[src/hhfe_pkg.sv]
// ----------------------------------------------------------------------------
// hhfe_pkg
// Shared types, constants and helpers for the HTTP header field extractor.
// ----------------------------------------------------------------------------
package hhfe_pkg;

  localparam int MAX_NAME = 16;

  localparam int NAME_POS_W   = 5;
  localparam int STATUS_POS_W = 4;
  localparam int CODE_W       = 10;
  localparam int NUM_W        = 32;
  localparam int APB_ADDR_W   = 5;
  localparam int APB_DATA_W   = 64;

  localparam logic [NAME_POS_W-1:0] NAME_MAX = NAME_POS_W'(MAX_NAME);

  // status line layout: "http/1.x " then three digits
  localparam logic [STATUS_POS_W-1:0] PREFIX_LEN = 4'd9;
  localparam logic [STATUS_POS_W-1:0] MINOR_POS  = 4'd7;
  localparam logic [STATUS_POS_W-1:0] HUND_POS   = 4'd9;
  localparam logic [STATUS_POS_W-1:0] TENS_POS   = 4'd10;
  localparam logic [STATUS_POS_W-1:0] STATUS_END = 4'd12;

  localparam logic [7:0] CH_NUL   = 8'h00;
  localparam logic [7:0] CH_LF    = 8'h0a;
  localparam logic [7:0] CH_CR    = 8'h0d;
  localparam logic [7:0] CH_SP    = 8'h20;
  localparam logic [7:0] CH_ZERO  = 8'h30;
  localparam logic [7:0] CH_NINE  = 8'h39;
  localparam logic [7:0] CH_COLON = 8'h3a;

  // register indexes, byte address = 8 * index
  localparam logic [1:0] REG_NAME_LO  = 2'd0;
  localparam logic [1:0] REG_NAME_HI  = 2'd1;
  localparam logic [1:0] REG_NAME_LEN = 2'd2;

  localparam logic [NAME_POS_W-1:0] NAME_LEN_RST = 5'd14;

  typedef enum logic [2:0] {
    PH_STATUS,
    PH_SKIP,
    PH_NAME,
    PH_LEAD,
    PH_VALUE,
    PH_DRAIN
  } phase_t;

  typedef struct packed {
    logic [63:0]           name_lo;
    logic [63:0]           name_hi;
    logic [NAME_POS_W-1:0] name_len;
  } search_cfg_t;

  function automatic logic [7:0] to_lower(input logic [7:0] c);
    logic [7:0] r;
    r = ((c >= 8'h41) && (c <= 8'h5a)) ? c + 8'd32 : c;
    return r;
  endfunction

  function automatic logic [7:0] prefix_char(input logic [STATUS_POS_W-1:0] pos);
    logic [7:0] r;
    unique case (pos)
      4'd0:    r = 8'h68;  // h
      4'd1:    r = 8'h74;  // t
      4'd2:    r = 8'h74;  // t
      4'd3:    r = 8'h70;  // p
      4'd4:    r = 8'h2f;  // /
      4'd5:    r = 8'h31;  // 1
      4'd6:    r = 8'h2e;  // .
      4'd7:    r = 8'h78;  // minor digit, not compared
      4'd8:    r = 8'h20;  // space
      default: r = 8'h00;
    endcase
    return r;
  endfunction

endpackage

[src/hhfe_in_if.sv]
// ----------------------------------------------------------------------------
// hhfe_in_if
// Header byte channel: valid/ready with one header byte per beat.
// ----------------------------------------------------------------------------
interface hhfe_in_if;
  logic       valid;
  logic       ready;
  logic [7:0] hdr_byte;
  logic       first_byte;

  modport source (output valid, output hdr_byte, output first_byte, input ready);
  modport sink   (input valid, input hdr_byte, input first_byte, output ready);
endinterface

[src/hhfe_out_if.sv]
// ----------------------------------------------------------------------------
// hhfe_out_if
// Result channel: value bytes and the final summary beat.
// ----------------------------------------------------------------------------
interface hhfe_out_if;
  logic        valid;
  logic        ready;
  logic [7:0]  value_byte;
  logic        is_last;
  logic        found;
  logic        status_valid;
  logic [9:0]  status_code;
  logic [31:0] number_value;

  modport source (output valid, output value_byte, output is_last, output found,
                  output status_valid, output status_code, output number_value,
                  input ready);
  modport sink   (input valid, input value_byte, input is_last, input found,
                  input status_valid, input status_code, input number_value,
                  output ready);
endinterface

[src/hhfe_cfg.sv]
// ----------------------------------------------------------------------------
// hhfe_cfg
// APB register block holding the wanted field name and its length.
// ----------------------------------------------------------------------------
module hhfe_cfg (
  input  logic                             clk,
  input  logic                             rst,
  input  logic                             psel,
  input  logic                             penable,
  input  logic                             pwrite,
  input  logic [hhfe_pkg::APB_ADDR_W-1:0]  paddr,
  input  logic [hhfe_pkg::APB_DATA_W-1:0]  pwdata,
  output logic [hhfe_pkg::APB_DATA_W-1:0]  prdata,
  output logic                             pready,
  output hhfe_pkg::search_cfg_t            cfg
);

  hhfe_pkg::search_cfg_t regs;
  logic                  wr_en;
  logic [1:0]            reg_idx;

  assign pready  = 1'b1;
  assign reg_idx = paddr[4:3];
  assign wr_en   = psel && penable && pwrite && pready;
  assign cfg     = regs;

  always_ff @(posedge clk) begin
    if (rst) begin
      regs.name_lo  <= '0;
      regs.name_hi  <= '0;
      regs.name_len <= hhfe_pkg::NAME_LEN_RST;
    end else if (wr_en) begin
      unique case (reg_idx)
        hhfe_pkg::REG_NAME_LO:  regs.name_lo  <= pwdata;
        hhfe_pkg::REG_NAME_HI:  regs.name_hi  <= pwdata;
        hhfe_pkg::REG_NAME_LEN: regs.name_len <= pwdata[hhfe_pkg::NAME_POS_W-1:0];
        default: ;
      endcase
    end
  end

  always_comb begin
    unique case (reg_idx)
      hhfe_pkg::REG_NAME_LO:  prdata = regs.name_lo;
      hhfe_pkg::REG_NAME_HI:  prdata = regs.name_hi;
      hhfe_pkg::REG_NAME_LEN: prdata = {{(hhfe_pkg::APB_DATA_W-hhfe_pkg::NAME_POS_W){1'b0}},
                                        regs.name_len};
      default:                prdata = '0;
    endcase
  end

endmodule

[src/http_header_field_extractor_top.sv]
// A result beat is registered and presented in the cycle after the header beat that causes it.
// Throughput: one header beat per cycle while no result beat waits; the parse step is a single pass of
//   compares and two multiply-adds between the state and result registers.
// A result beat left waiting on res_out.ready holds off header beats until it is taken.
// rst (synchronous, active high) clears the parse state, the result valid flag and
//   the name registers (length back to 14).
// ----------------------------------------------------------------------------
// http_header_field_extractor_top
// Parses an HTTP response header byte stream, checks the status line and
// streams out the value of one configured header field.
// ----------------------------------------------------------------------------
module http_header_field_extractor_top (
  input  logic                             clk,
  input  logic                             rst,
  input  logic                             psel,
  input  logic                             penable,
  input  logic                             pwrite,
  input  logic [hhfe_pkg::APB_ADDR_W-1:0]  paddr,
  input  logic [hhfe_pkg::APB_DATA_W-1:0]  pwdata,
  output logic [hhfe_pkg::APB_DATA_W-1:0]  prdata,
  output logic                             pready,
  hhfe_in_if.sink                          hdr_in,
  hhfe_out_if.source                       res_out
);

  hhfe_pkg::search_cfg_t cfg;

  hhfe_cfg u_cfg (
    .clk     (clk),
    .rst     (rst),
    .psel    (psel),
    .penable (penable),
    .pwrite  (pwrite),
    .paddr   (paddr),
    .pwdata  (pwdata),
    .prdata  (prdata),
    .pready  (pready),
    .cfg     (cfg)
  );

  // parse state
  hhfe_pkg::phase_t                     phase, phase_next;
  logic [hhfe_pkg::STATUS_POS_W-1:0]    status_pos, status_pos_next;
  logic                                 status_prefix_ok, status_prefix_ok_next;
  logic [hhfe_pkg::CODE_W-1:0]          code_accum, code_accum_next;
  logic                                 code_digits_ok, code_digits_ok_next;
  logic [hhfe_pkg::NAME_POS_W-1:0]      name_pos, name_pos_next;
  logic                                 name_match, name_match_next;
  logic [hhfe_pkg::NUM_W-1:0]           value_accum, value_accum_next;
  logic                                 finished, finished_next;

  // step results
  logic                                 emit, emit_last, emit_found;
  logic [7:0]                           emit_byte;
  logic                                 stat_ok;

  // result register
  logic                                 out_valid;
  logic [7:0]                           out_value_byte;
  logic                                 out_is_last;
  logic                                 out_found;
  logic                                 out_status_valid;
  logic [hhfe_pkg::CODE_W-1:0]          out_status_code;
  logic [hhfe_pkg::NUM_W-1:0]           out_number_value;

  logic                                 in_fire;

  assign hdr_in.ready = !out_valid || res_out.ready;
  assign in_fire      = hdr_in.valid && hdr_in.ready;

  always_comb begin
    logic [7:0]                        b;
    logic [3:0]                        digit;
    logic [6:0]                        wgt;
    logic [10:0]                       code_sum;
    logic [63:0]                       wword;
    logic [7:0]                        wchar;
    logic [hhfe_pkg::NUM_W-1:0]        vterm;

    b     = hdr_in.hdr_byte;
    digit = b[3:0] - hhfe_pkg::CH_ZERO[3:0];

    if (hdr_in.first_byte) begin
      phase_next            = hhfe_pkg::PH_STATUS;
      status_pos_next       = '0;
      status_prefix_ok_next = 1'b1;
      code_accum_next       = '0;
      code_digits_ok_next   = 1'b1;
      name_pos_next         = '0;
      name_match_next       = 1'b1;
      value_accum_next      = '0;
      finished_next         = 1'b0;
    end else begin
      phase_next            = phase;
      status_pos_next       = status_pos;
      status_prefix_ok_next = status_prefix_ok;
      code_accum_next       = code_accum;
      code_digits_ok_next   = code_digits_ok;
      name_pos_next         = name_pos;
      name_match_next       = name_match;
      value_accum_next      = value_accum;
      finished_next         = finished;
    end

    // weight depends on the position after the first-byte clear
    wgt   = (status_pos_next == hhfe_pkg::HUND_POS) ? 7'd100 :
            (status_pos_next == hhfe_pkg::TENS_POS) ? 7'd10 : 7'd1;
    code_sum = 11'(code_accum_next) + 11'(digit) * 11'(wgt);

    wword = name_pos_next[3] ? cfg.name_hi : cfg.name_lo;
    wchar = hhfe_pkg::to_lower(wword[{name_pos_next[2:0], 3'b000} +: 8]);
    vterm = 32'(value_accum_next * 32'd10) + ({24'd0, b} - {24'd0, hhfe_pkg::CH_ZERO});

    emit       = 1'b0;
    emit_last  = 1'b0;
    emit_found = 1'b0;
    emit_byte  = '0;

    if (!finished_next) begin
      if (b == hhfe_pkg::CH_NUL) begin
        emit       = 1'b1;
        emit_last  = 1'b1;
        emit_found = ((phase_next == hhfe_pkg::PH_LEAD) ||
                      (phase_next == hhfe_pkg::PH_VALUE)) && name_match_next;
      end else begin
        unique case (phase_next)
          hhfe_pkg::PH_STATUS: begin
            if (b == hhfe_pkg::CH_CR) begin
              if (status_pos_next < hhfe_pkg::PREFIX_LEN) status_prefix_ok_next = 1'b0;
              if (status_pos_next < hhfe_pkg::STATUS_END) code_digits_ok_next = 1'b0;
              phase_next = hhfe_pkg::PH_SKIP;
            end else if (status_pos_next < hhfe_pkg::PREFIX_LEN) begin
              if ((status_pos_next != hhfe_pkg::MINOR_POS) &&
                  (hhfe_pkg::to_lower(b) != hhfe_pkg::prefix_char(status_pos_next)))
                status_prefix_ok_next = 1'b0;
              status_pos_next = status_pos_next + 4'd1;
            end else if (status_pos_next < hhfe_pkg::STATUS_END) begin
              if ((b >= hhfe_pkg::CH_ZERO) && (b <= hhfe_pkg::CH_NINE))
                code_accum_next = code_sum[hhfe_pkg::CODE_W-1:0];
              else
                code_digits_ok_next = 1'b0;
              status_pos_next = status_pos_next + 4'd1;
            end
          end
          hhfe_pkg::PH_SKIP: begin
            phase_next = status_prefix_ok_next ? hhfe_pkg::PH_NAME : hhfe_pkg::PH_DRAIN;
          end
          hhfe_pkg::PH_NAME: begin
            if (b == hhfe_pkg::CH_COLON) begin
              name_match_next = name_match_next && (name_pos_next == cfg.name_len) &&
                                (cfg.name_len <= hhfe_pkg::NAME_MAX);
              value_accum_next = '0;
              phase_next       = hhfe_pkg::PH_LEAD;
            end else begin
              if ((name_pos_next < cfg.name_len) && (name_pos_next < hhfe_pkg::NAME_MAX)) begin
                if (hhfe_pkg::to_lower(b) != wchar) name_match_next = 1'b0;
              end else begin
                name_match_next = 1'b0;
              end
              if (name_pos_next <= hhfe_pkg::NAME_MAX) name_pos_next = name_pos_next + 5'd1;
            end
          end
          hhfe_pkg::PH_LEAD, hhfe_pkg::PH_VALUE: begin
            if (b == hhfe_pkg::CH_CR) begin
              if (name_match_next) begin
                emit       = 1'b1;
                emit_last  = 1'b1;
                emit_found = 1'b1;
              end
            end else if (b == hhfe_pkg::CH_LF) begin
              phase_next      = hhfe_pkg::PH_NAME;
              name_pos_next   = '0;
              name_match_next = 1'b1;
            end else begin
              if ((phase_next == hhfe_pkg::PH_LEAD) && (b != hhfe_pkg::CH_SP))
                phase_next = hhfe_pkg::PH_VALUE;
              if ((phase_next == hhfe_pkg::PH_VALUE) && name_match_next) begin
                value_accum_next = vterm;
                emit             = 1'b1;
                emit_byte        = b;
              end
            end
          end
          default: ;
        endcase
      end
      if (emit && emit_last) finished_next = 1'b1;
    end

    stat_ok = status_prefix_ok_next && code_digits_ok_next &&
              (status_pos_next >= hhfe_pkg::STATUS_END);
  end

  always_ff @(posedge clk) begin
    if (rst) begin
      phase            <= hhfe_pkg::PH_STATUS;
      status_pos       <= '0;
      status_prefix_ok <= 1'b1;
      code_accum       <= '0;
      code_digits_ok   <= 1'b1;
      name_pos         <= '0;
      name_match       <= 1'b1;
      value_accum      <= '0;
      finished         <= 1'b0;
    end else if (in_fire) begin
      phase            <= phase_next;
      status_pos       <= status_pos_next;
      status_prefix_ok <= status_prefix_ok_next;
      code_accum       <= code_accum_next;
      code_digits_ok   <= code_digits_ok_next;
      name_pos         <= name_pos_next;
      name_match       <= name_match_next;
      value_accum      <= value_accum_next;
      finished         <= finished_next;
    end
  end

  // result register: loads on a beat that emits, drains on the output handshake
  always_ff @(posedge clk) begin
    if (rst) begin
      out_valid <= 1'b0;
    end else if (in_fire && emit) begin
      out_valid <= 1'b1;
    end else if (res_out.ready) begin
      out_valid <= 1'b0;
    end
  end

  always_ff @(posedge clk) begin
    if (in_fire && emit) begin
      out_value_byte   <= emit_byte;
      out_is_last      <= emit_last;
      out_found        <= emit_found;
      out_status_valid <= emit_last && stat_ok;
      out_status_code  <= (emit_last && stat_ok) ? code_accum_next : '0;
      out_number_value <= (emit_last && emit_found) ? value_accum_next : '0;
    end
  end

  assign res_out.valid        = out_valid;
  assign res_out.value_byte   = out_value_byte;
  assign res_out.is_last      = out_is_last;
  assign res_out.found        = out_found;
  assign res_out.status_valid = out_status_valid;
  assign res_out.status_code  = out_status_code;
  assign res_out.number_value = out_number_value;

endmodule

[src/flat_wrapper.sv]
// flat-port wrapper written by rule: the top's interface ports become plain ports
module http_header_field_extractor_top_flat 
  (clk, rst, psel, penable, pwrite, paddr, pwdata, prdata, pready, hdr_in_valid, hdr_in_hdr_byte, hdr_in_first_byte, hdr_in_ready, res_out_valid, res_out_value_byte, res_out_is_last, res_out_found, res_out_status_valid, res_out_status_code, res_out_number_value, res_out_ready);
  hhfe_in_if hdr_in_i ();
  hhfe_out_if res_out_i ();
  input  logic clk;
  input  logic rst;
  input  logic psel;
  input  logic penable;
  input  logic pwrite;
  input  logic [hhfe_pkg::APB_ADDR_W-1:0] paddr;
  input  logic [hhfe_pkg::APB_DATA_W-1:0] pwdata;
  output logic [hhfe_pkg::APB_DATA_W-1:0] prdata;
  output logic pready;
  input wire logic [$bits(hdr_in_i.valid)-1:0] hdr_in_valid;
  input wire logic [$bits(hdr_in_i.hdr_byte)-1:0] hdr_in_hdr_byte;
  input wire logic [$bits(hdr_in_i.first_byte)-1:0] hdr_in_first_byte;
  output wire logic [$bits(hdr_in_i.ready)-1:0] hdr_in_ready;
  output wire logic [$bits(res_out_i.valid)-1:0] res_out_valid;
  output wire logic [$bits(res_out_i.value_byte)-1:0] res_out_value_byte;
  output wire logic [$bits(res_out_i.is_last)-1:0] res_out_is_last;
  output wire logic [$bits(res_out_i.found)-1:0] res_out_found;
  output wire logic [$bits(res_out_i.status_valid)-1:0] res_out_status_valid;
  output wire logic [$bits(res_out_i.status_code)-1:0] res_out_status_code;
  output wire logic [$bits(res_out_i.number_value)-1:0] res_out_number_value;
  input wire logic [$bits(res_out_i.ready)-1:0] res_out_ready;
  assign hdr_in_i.valid = hdr_in_valid;
  assign hdr_in_i.hdr_byte = hdr_in_hdr_byte;
  assign hdr_in_i.first_byte = hdr_in_first_byte;
  assign hdr_in_ready = hdr_in_i.ready;
  assign res_out_valid = res_out_i.valid;
  assign res_out_value_byte = res_out_i.value_byte;
  assign res_out_is_last = res_out_i.is_last;
  assign res_out_found = res_out_i.found;
  assign res_out_status_valid = res_out_i.status_valid;
  assign res_out_status_code = res_out_i.status_code;
  assign res_out_number_value = res_out_i.number_value;
  assign res_out_i.ready = res_out_ready;
  http_header_field_extractor_top u_core (.clk(clk), .rst(rst), .psel(psel), .penable(penable), .pwrite(pwrite), .paddr(paddr), .pwdata(pwdata), .prdata(prdata), .pready(pready), .hdr_in(hdr_in_i), .res_out(res_out_i));
endmodule
[config.mk]
export PLATFORM = sky130hd
export DESIGN_NAME = http_header_field_extractor_top_flat
export DESIGN_NICKNAME = d
export VERILOG_FILES = /design/src/hhfe_pkg.sv /design/src/hhfe_in_if.sv /design/src/hhfe_out_if.sv /design/src/hhfe_cfg.sv /design/src/http_header_field_extractor_top.sv /design/src/flat_wrapper.sv
export SDC_FILE = /design/constraint.sdc
export NUM_CORES = 1
export LEC_CHECK = 0
export BUFFER_PORTS_ARGS = -buffer_cell sky130_fd_sc_hd__buf_4
export CORE_MARGIN = 3
export CORE_UTILIZATION = 45
export CTS_CLUSTER_SIZE = 30
export DETAILED_ROUTE_END_ITERATION = 10
export GPL_ROUTABILITY_DRIVEN = 0
export PLACE_DENSITY = 0.7
export RECOVER_POWER = 100
export SKIP_CTS_REPAIR_TIMING = 1
export SYNTH_ARGS = -nofsm -noshare
export SYNTH_HDL_FRONTEND = slang
export SYNTH_SLANG_ARGS = --single-unit
[constraint.sdc]
create_clock -name clk -period 7.8 [get_ports clk]
set_input_delay 0 -clock clk [delete_from_list [all_inputs] [get_ports clk]]
set_output_delay 0 -clock clk [all_outputs]
set_load 0.05 [all_outputs]
==> results.md, run 1 <==
- Run status: finished with violations
- Failing checks: capacitance limit, slew limit
- Clock period minus worst slack: 5890 ps
- Relative area change from synthesis to final layout: 17.4%
- Clock tree root buffer cell: sky130_fd_sc_hd__clkbuf_16
- Final slew viol count: 157
- Full die area: between 40000 and 50000 um^2
- Number of cell rows: 71
- Most numerous cell on the critical path: sky130_fd_sc_hd__o21ai_0
- Hold violation total from the final report: 0
- Initial Utilization: 45.8%
- Via count of the first global-routing pass: between 15000 and 20000
- Post-route antenna net violation count: 0
- Setup violators final: 0
- Layout cell share with drive strength beyond 1: 7.87%
- WP buf/inv: 0
- Reg-to-reg setup timing slack: 1910 ps
- Core Box Area: 37800 um^2
- Net count of the mapped netlist: 2388
- Critical path required time: around 8000 ps
- Start-to-end type of the worst setup path: reg -> reg
- Dominant synthesized flop cell: sky130_fd_sc_hd__dfxtp_1
- Die Wd: 202 um
- Wire length of the first global-routing pass: 83.8 mm
- Peak Freq: 0.170 GHz
- Largest stage delay on the critical path: approximately 450 ps
- Max-capacitance violation count: 4
- Share of the cycle needed by the critical path after routing: 75.6%
- Most common library cells after synthesis: 365 x sky130_fd_sc_hd__nand2_1, 251 x sky130_fd_sc_hd__a21oi_1, 228 x sky130_fd_sc_hd__nor2_1
- Series of cell instances along the critical path: xnor2_1 -> nor2_1 -> ha_1 -> fa_1 -> a21o_1 -> a21oi_1 -> o21ai_0 -> a41oi_1 -> o21ai_0 -> o21ai_0 -> nor2b_1 -> o21ai_0 -> nand2b_1 -> xor2_1 -> ha_1 -> a21oi_1 -> o211ai_1 -> o211ai_1 -> a2bb2oi_1 -> nand4b_1 -> a311oi_1 -> a211o_1 -> mux2i_1 -> a21oi_1
- Number of top-level pins: 205
- CTS clock-pin slew for the worst setup and hold paths: 60 ps
- Share of flip-flops with an asynchronous set or reset after synthesis: 0%
- Largest area contributor in the netlist: sky130_fd_sc_hd__dfxtp_1
- Top area cells in the synthesized netlist: sky130_fd_sc_hd__dfxtp_1 22%, sky130_fd_sc_hd__edfxtp_1 9.2%, sky130_fd_sc_hd__ha_1 8.0%
- Post-synth EDFFs: 53
- Hold slack final: 3.04 ps
- Largest fanout on the critical path: 8
- Library cell contributing the largest single delay on the critical path: sky130_fd_sc_hd__dfxtp_1
- Starting DRT DRC Count: ~1500
- Critical path arrival: around 6100 ps
- Maximum number of pins on one net before global-route repair: 122
- Type of element launching the critical path: flip-flop
- GRT Resource Usage Total: ~25%
- Leakage power: 8.01 nW
- Sequential element share of the synthesized area: 31.4%
- Slew HR: -84.3%
- Vertical extent of the die: ~200 um
- Number of buffers on the longest clock path: 3
- Areal power density over the cells: 156 nW/um^2
- Transition at the pin with the smallest max-transition slack: 2760 ps
- DP HPWL: 36.8 mm
- Endpoint class of the critical path: flip-flop
- Total congestion overflow: 0
- Routed via count: 16900
- Most numerous cell in the Yosys netlist: sky130_fd_sc_hd__nand2_1
- Later-pin clock latency in the skew report: 560 ps
- CTS buffer count: 28
- Number of iterations in the first detailed-routing pass: 5
- Number of antenna violations at the first check in global routing: 2
- Sequential cell area: approximately 5400 um^2
- Setup TNS: 0 ps
- Number of input and output port buffers inserted: 200
- Worst clock skew: 11.1 ps
- Yosys reg bits: 245
- Number of nets in the final layout: 2577
- Peak supply drop: 0.152 mV
- Gate family responsible for the most delay along the worst path: compound AO/OA/AOI/OAI gates
- Routed wirelength normalized by instance count: 18.4 um
- RSZ-0062 raised after global routing: no
- Yosys top cell area share: between 20 and 25%
- Class of the tightest hold or removal check: in -> reg
- Number of H-tree levels: 1
- Count of unique library cells instantiated by Yosys: 95
- TritonCTS clock tree: done
- Post-Synthesis Cell Area: approximately 17000 um^2
- Total number of yosys warnings: 0
- Sinks on Clock Net: 245
- Layout filler cell count: ~3600
- Post-Route WL: ~53 mm
- Multi-input logic area: ~11000 um^2
- Final routed DRC violation total: 0
- Per-instance average area after synthesis: between 7 and 8 um^2
- Vias per cell: 5.83
- Number of instances in the synthesized netlist: 2178
==> stage by stage <==
stage	cell area, um^2	setup slack, ps	power [W]	instances	utilization, %
final	20300	1910	0.00316	2902	53.7
after global routing	20300	1470	0.00327	2902	53.7
after CTS	20100	2080	0.00315	2829	53.2
after detailed placement	19100	1820	0.00171	2777	50.5
after global placement	19100	1970	0.00170	2777	50.5
after floorplan	17300	1810	0.00159	2178	-
==> metal layers <==
metal	routed length [um]	GRT usage [%]	share of wire (%)
met1	22700	33.4	43
met2	24700	40.3	46
met3	4380	5.07	8.2
met4	1650	7.30	3.1
met5	0	0	0
==> state kept, by name, summed over array words and instances (netlist names), 3 cells and up <==
name,flops
u_core.code_accum,10
u_core.name_pos,5
u_core.phase,3
u_core.res_out.number_value,32
u_core.res_out.status_code,10
u_core.res_out.value_byte,8
u_core.status_pos,4
u_core.u_cfg.cfg,133
u_core.value_accum,32
==> worst paths after layout <==
kind                                                    startpoint                                            end  cells past startpoint
worst min-delay path                                  hdr_in_valid              u_core.code_accum[8]$_SDFFE_PP0P_                      5
worst max register to register  u_core.value_accum[3]$_SDFFE_PP0P_  u_core.res_out.number_value[31]$_SDFFCE_PN0P_                     24
worst max-delay path            u_core.value_accum[3]$_SDFFE_PP0P_  u_core.res_out.number_value[31]$_SDFFCE_PN0P_                     24
worst min register to register   u_core.code_accum[8]$_SDFFE_PP0P_              u_core.code_accum[8]$_SDFFE_PP0P_                      2
==> kinds of logic after synthesis <==
family	count (synthesis)	synth area share, %
other	1	0.0217
and+or+nand+nor	841	21.9
muxes	106	6.87
AOI/OAI and AO/OA	570	21.0
DFF	245	31.4
buffers and inverters	205	4.76
xor gates and xnor gates	85	4.41
adders and majority gates	125	9.65
==> final cells by class <==
| class | instances | area share, % |
|---|---|---|
| timing repair buffer | 291 | 9.35 |
| clock buffer | 41 | 4.05 |
| sequential | 245 | 26.8 |
| multi-input combinational | 1728 | 54.3 |
| inverter | 73 | 1.36 |
| clock inverter | 11 | 0.956 |
| tap | 511 | 3.15 |
| antenna | 2 | 0.0247 |
==> power breakdown <==
group,switching [W],internal [W]
Sequential,0.0000171,0.00131
Clock,0.000552,0.000896
Combinational,0.000235,0.000147
Total,0.000804,0.00235
==> tightest hold or removal path: stages <==
cell and delay (ps):
sky130_fd_sc_hd__buf_4 80, sky130_fd_sc_hd__nand2_1 40, sky130_fd_sc_hd__buf_4 240, sky130_fd_sc_hd__nand2_1 100, sky130_fd_sc_hd__a21oi_1 50
==> layout by cell type (no fill, tap or decap), types with 12 or more instances in the layout <==
master | synthesis | routed
sky130_fd_sc_hd__buf_4 | 4 | 94
sky130_fd_sc_hd__nor3_1 | 34 | 32
sky130_fd_sc_hd__clkbuf_1 | 102 | 131
sky130_fd_sc_hd__a31oi_1 | 11 | 12
sky130_fd_sc_hd__a21oi_1 | 251 | 251
sky130_fd_sc_hd__mux2_2 | 14 | 14
sky130_fd_sc_hd__and2_1 | 34 | 26
sky130_fd_sc_hd__a21o_1 | 20 | 20
sky130_fd_sc_hd__nor2_1 | 228 | 228
sky130_fd_sc_hd__o22ai_1 | 12 | 12
sky130_fd_sc_hd__o211ai_1 | 18 | 18
sky130_fd_sc_hd__mux2i_1 | 83 | 83
sky130_fd_sc_hd__nor2b_1 | 45 | 45
sky130_fd_sc_hd__nand3_1 | 29 | 29
sky130_fd_sc_hd__o21bai_1 | 15 | 15
sky130_fd_sc_hd__clkbuf_16 | 0 | 29
sky130_fd_sc_hd__inv_1 | 69 | 69
sky130_fd_sc_hd__edfxtp_1 | 53 | 53
sky130_fd_sc_hd__nand2b_1 | 20 | 20
sky130_fd_sc_hd__dlygate4sd3_1 | 0 | 71
sky130_fd_sc_hd__nand2_1 | 365 | 365
sky130_fd_sc_hd__fa_1 | 14 | 14
sky130_fd_sc_hd__a22oi_1 | 23 | 23
sky130_fd_sc_hd__and3_1 | 23 | 23
sky130_fd_sc_hd__a221oi_1 | 12 | 12
sky130_fd_sc_hd__o21ai_0 | 70 | 77
sky130_fd_sc_hd__a211oi_1 | 29 | 30
sky130_fd_sc_hd__a32oi_1 | 13 | 13
sky130_fd_sc_hd__ha_1 | 111 | 111
sky130_fd_sc_hd__dfxtp_1 | 192 | 191
sky130_fd_sc_hd__xor2_1 | 15 | 15
sky130_fd_sc_hd__nand4_1 | 12 | 12
sky130_fd_sc_hd__xnor2_1 | 69 | 69
No activity file was read; power rests on OpenSTA's default activity.
==> inputs of run 2 (changes only) <==
==> constraint.sdc (replaced) <==
create_clock -name clk -period 5.9 [get_ports clk]
set_input_delay 0 -clock clk [delete_from_list [all_inputs] [get_ports clk]]
set_output_delay 0 -clock clk [all_outputs]
set_load 0.05 [all_outputs]
==> run 2 against run 1 <==
  * The run ends with hold timing, capacitance limit, slew limit left
  * Clock skew rose by 1.1 ps
  * Design area is essentially flat
  * Critical path depth unchanged
  * Combinational power rose by 31%
==> results.md, run 2 (synthesized netlist as in run 1, its figures left out) <==
- Clock period minus worst slack: approximately 5400 ps
- CTS clock-pin slew for the worst setup and hold paths: about 60 ps
- Fraction of power consumed by the clock network: 45.0%
- Hold slack final: -46.9 ps
- Internal Dissipation: 0.00303 W
- Reg2Reg Launch Point: u_core.value_accum[3]$_SDFFE_PP0P_
- Maximum number of pins on one net before global-route repair: 120
- Max reg flops: between 100 and 150
- Share of total power in combinational logic: between 10 and 15%
- Transition at the pin with the smallest max-transition slack: 3470 ps
- Failing checks: hold timing, capacitance limit, slew limit
- Number of cell rows: 71
- Later-pin clock latency in the skew report: 570 ps
- Layout cell share with drive strength beyond 1: 8.19%
- Total congestion overflow: 0
- Class of the tightest hold or removal check: in -> reg
- Number of top-level pins: 205
- Initial Utilization: 45.8%
- Largest fanout on the critical path: 8
- Starting DRT DRC Count: ~1600
- Critical path required time: between 6000 and 7000 ps
- Wire length of the first global-routing pass: 83.9 mm
- Reported net switching power: 0.00107 W
- Worst hold path startpoint: rst
- Endpoint class of the critical path: flip-flop
- Leakage power: 8.01 nW
- DP HPWL: 37.5 mm
- Areal power density over the cells: between 200 and 250 nW/um^2
- Clock tree root buffer cell: sky130_fd_sc_hd__clkbuf_16
- Setup TNS: 0 ps
- Start-to-end type of the worst setup path: reg -> reg
- Post-Route WL: 53.9 mm
- Number of H-tree levels: 1
- CTS buffer count: 28
- Critical path arrival: 5730 ps
- Commonest cells after routing, fill and taps aside: 365 x sky130_fd_sc_hd__nand2_1, 250 x sky130_fd_sc_hd__a21oi_1, 228 x sky130_fd_sc_hd__nor2_1
- Core Box Area: about 38000 um^2
- GRT Resource Usage Total: between 20% and 30%
- Max-capacitance violation count: 4
- Type of element launching the critical path: flip-flop
- TritonCTS clock tree: done
- Die Wd: 202 um
- Sequential share of power: 42.8%
- Relative area change from synthesis to final layout: 17.4%
- Routed via count: approximately 17000
- Vias per cell: 5.84
- Number of antenna violations at the first check in global routing: 2
- RSZ-0062 raised after global routing: no
- Slew HR: -131%
- Post-route antenna net violation count: 0
- Routed wirelength normalized by instance count: ~19 um
- Setup violators final: 0
- Peak Freq: 0.184 GHz
- Vertical extent of the die: 202 um
- Switching fraction of total power: between 20% and 30%
- Number of iterations in the first detailed-routing pass: 6
- Hold violation total from the final report: 7
- Final slew viol count: 256
- Register ranked first by flip-flop count: u_core.u_cfg.cfg
- Number of input and output port buffers inserted: 200
- Share of the cycle needed by the critical path after routing: 92.0%
- Sinks on Clock Net: approximately 250
- Worst setup startpoint: u_core.value_accum[3]$_SDFFE_PP0P_
- Worst clock skew: 12.2 ps
- Number of buffers on the longest clock path: 3
- Run status: finished with violations
- Number of nets in the final layout: 2582
- Via count of the first global-routing pass: 15900
- Most common cell after layout, fill and taps aside: sky130_fd_sc_hd__nand2_1
- Full die area: 40800 um^2
- Peak supply drop: ~0.18 mV
- Final routed DRC violation total: 0
==> run 2: cell types whose count changed in the layout (fill, tap and decap cells not counted), sizes merged <==
| cell | before | now |
|---|---|---|
| buf | 95 | 98 |
| dlygate4sd3 | 71 | 70 |
| clkinv | 2 | 8 |
| bufinv | 5 | 4 |
| inv | 74 | 72 |
==> run 2: final timing paths <==
path                                                                      end  cells after the start  slack, ps
worst max-delay path            u_core.res_out.number_value[31]$_SDFFCE_PN0P_                     24        470
worst min-delay path                        u_core.code_accum[4]$_SDFFE_PP0P_                      2        -50
worst max register to register  u_core.res_out.number_value[31]$_SDFFCE_PN0P_                     24        470
worst min register to register              u_core.u_cfg.cfg[36]$_SDFFE_PP0P_                      2        460
==> run 2: layout make-up <==
class                   count  area [um^2]
multi-input cells        1728        11000
fillers                  3603        17500
clock inverters            14          191
inverters                  73          277
flip-flops and latches    245         5440
well taps                 511          639
clock buffers              38          783
diodes                      2         5.00
repair buffers            296         1920
==> run 2: per-layer routing <==
| metal | share of wire (%) | vias to the layer above | global-route usage, % |
|---|---|---|---|
| met4 | 2.8 | 0 | 7.75 |
| met2 | 47 | 734 | 41.1 |
| li1 | - | 8104 | - |
| met5 | 0 | - | 0 |
| met1 | 42 | 8046 | 33.3 |
| met3 | 8.2 | 103 | 4.04 |
==> run 2: power by group through the flow <==
stage / combinational, W / sequential, W / clock [W]
2_1_floorplan: 0.000298 / 0.00180 / 0
3_3_place_gp: 0.000460 / 0.00179 / 0
3_5_place_dp: 0.000467 / 0.00179 / 0
4_1_cts: 0.000469 / 0.00175 / 0.00187
5_1_grt: 0.000542 / 0.00176 / 0.00193
6_report: 0.000502 / 0.00176 / 0.00185
==> run 2: critical path, stage by stage (launching register included) <==
cell and delay [ps]:
sky130_fd_sc_hd__dfxtp_1 450, sky130_fd_sc_hd__xnor2_1 150, sky130_fd_sc_hd__nor2_1 60, sky130_fd_sc_hd__ha_1 240, sky130_fd_sc_hd__fa_1 420, sky130_fd_sc_hd__a21o_1 190
sky130_fd_sc_hd__a21oi_2 210, sky130_fd_sc_hd__o21ai_1 120, sky130_fd_sc_hd__a41oi_2 270, sky130_fd_sc_hd__o21ai_1 170, sky130_fd_sc_hd__o21ai_1 290, sky130_fd_sc_hd__nor2b_1 80
sky130_fd_sc_hd__o21ai_0 160, sky130_fd_sc_hd__nand2b_1 80, sky130_fd_sc_hd__xor2_1 150, sky130_fd_sc_hd__ha_1 380, sky130_fd_sc_hd__a21oi_1 230, sky130_fd_sc_hd__o211ai_1 120
sky130_fd_sc_hd__o211ai_1 130, sky130_fd_sc_hd__a2bb2oi_1 300, sky130_fd_sc_hd__nand4b_1 160, sky130_fd_sc_hd__and3_1 210, sky130_fd_sc_hd__a211o_1 260, sky130_fd_sc_hd__mux2i_1 230
sky130_fd_sc_hd__a21oi_1 100
==> run 2: metrics by stage <==
stage	cell area, um^2	utilization [%]	power (W)	worst slack [ps]	instances
finish	20300	53.7	0.00410	470	2907
global route	20300	53.7	0.00423	37.2	2906
CTS	20100	53.2	0.00409	259	2835
detailed placement	19100	50.6	0.00226	280	2783
global placement	19100	50.6	0.00225	390	2783
floorplan	17300	-	0.00210	5.16	2178
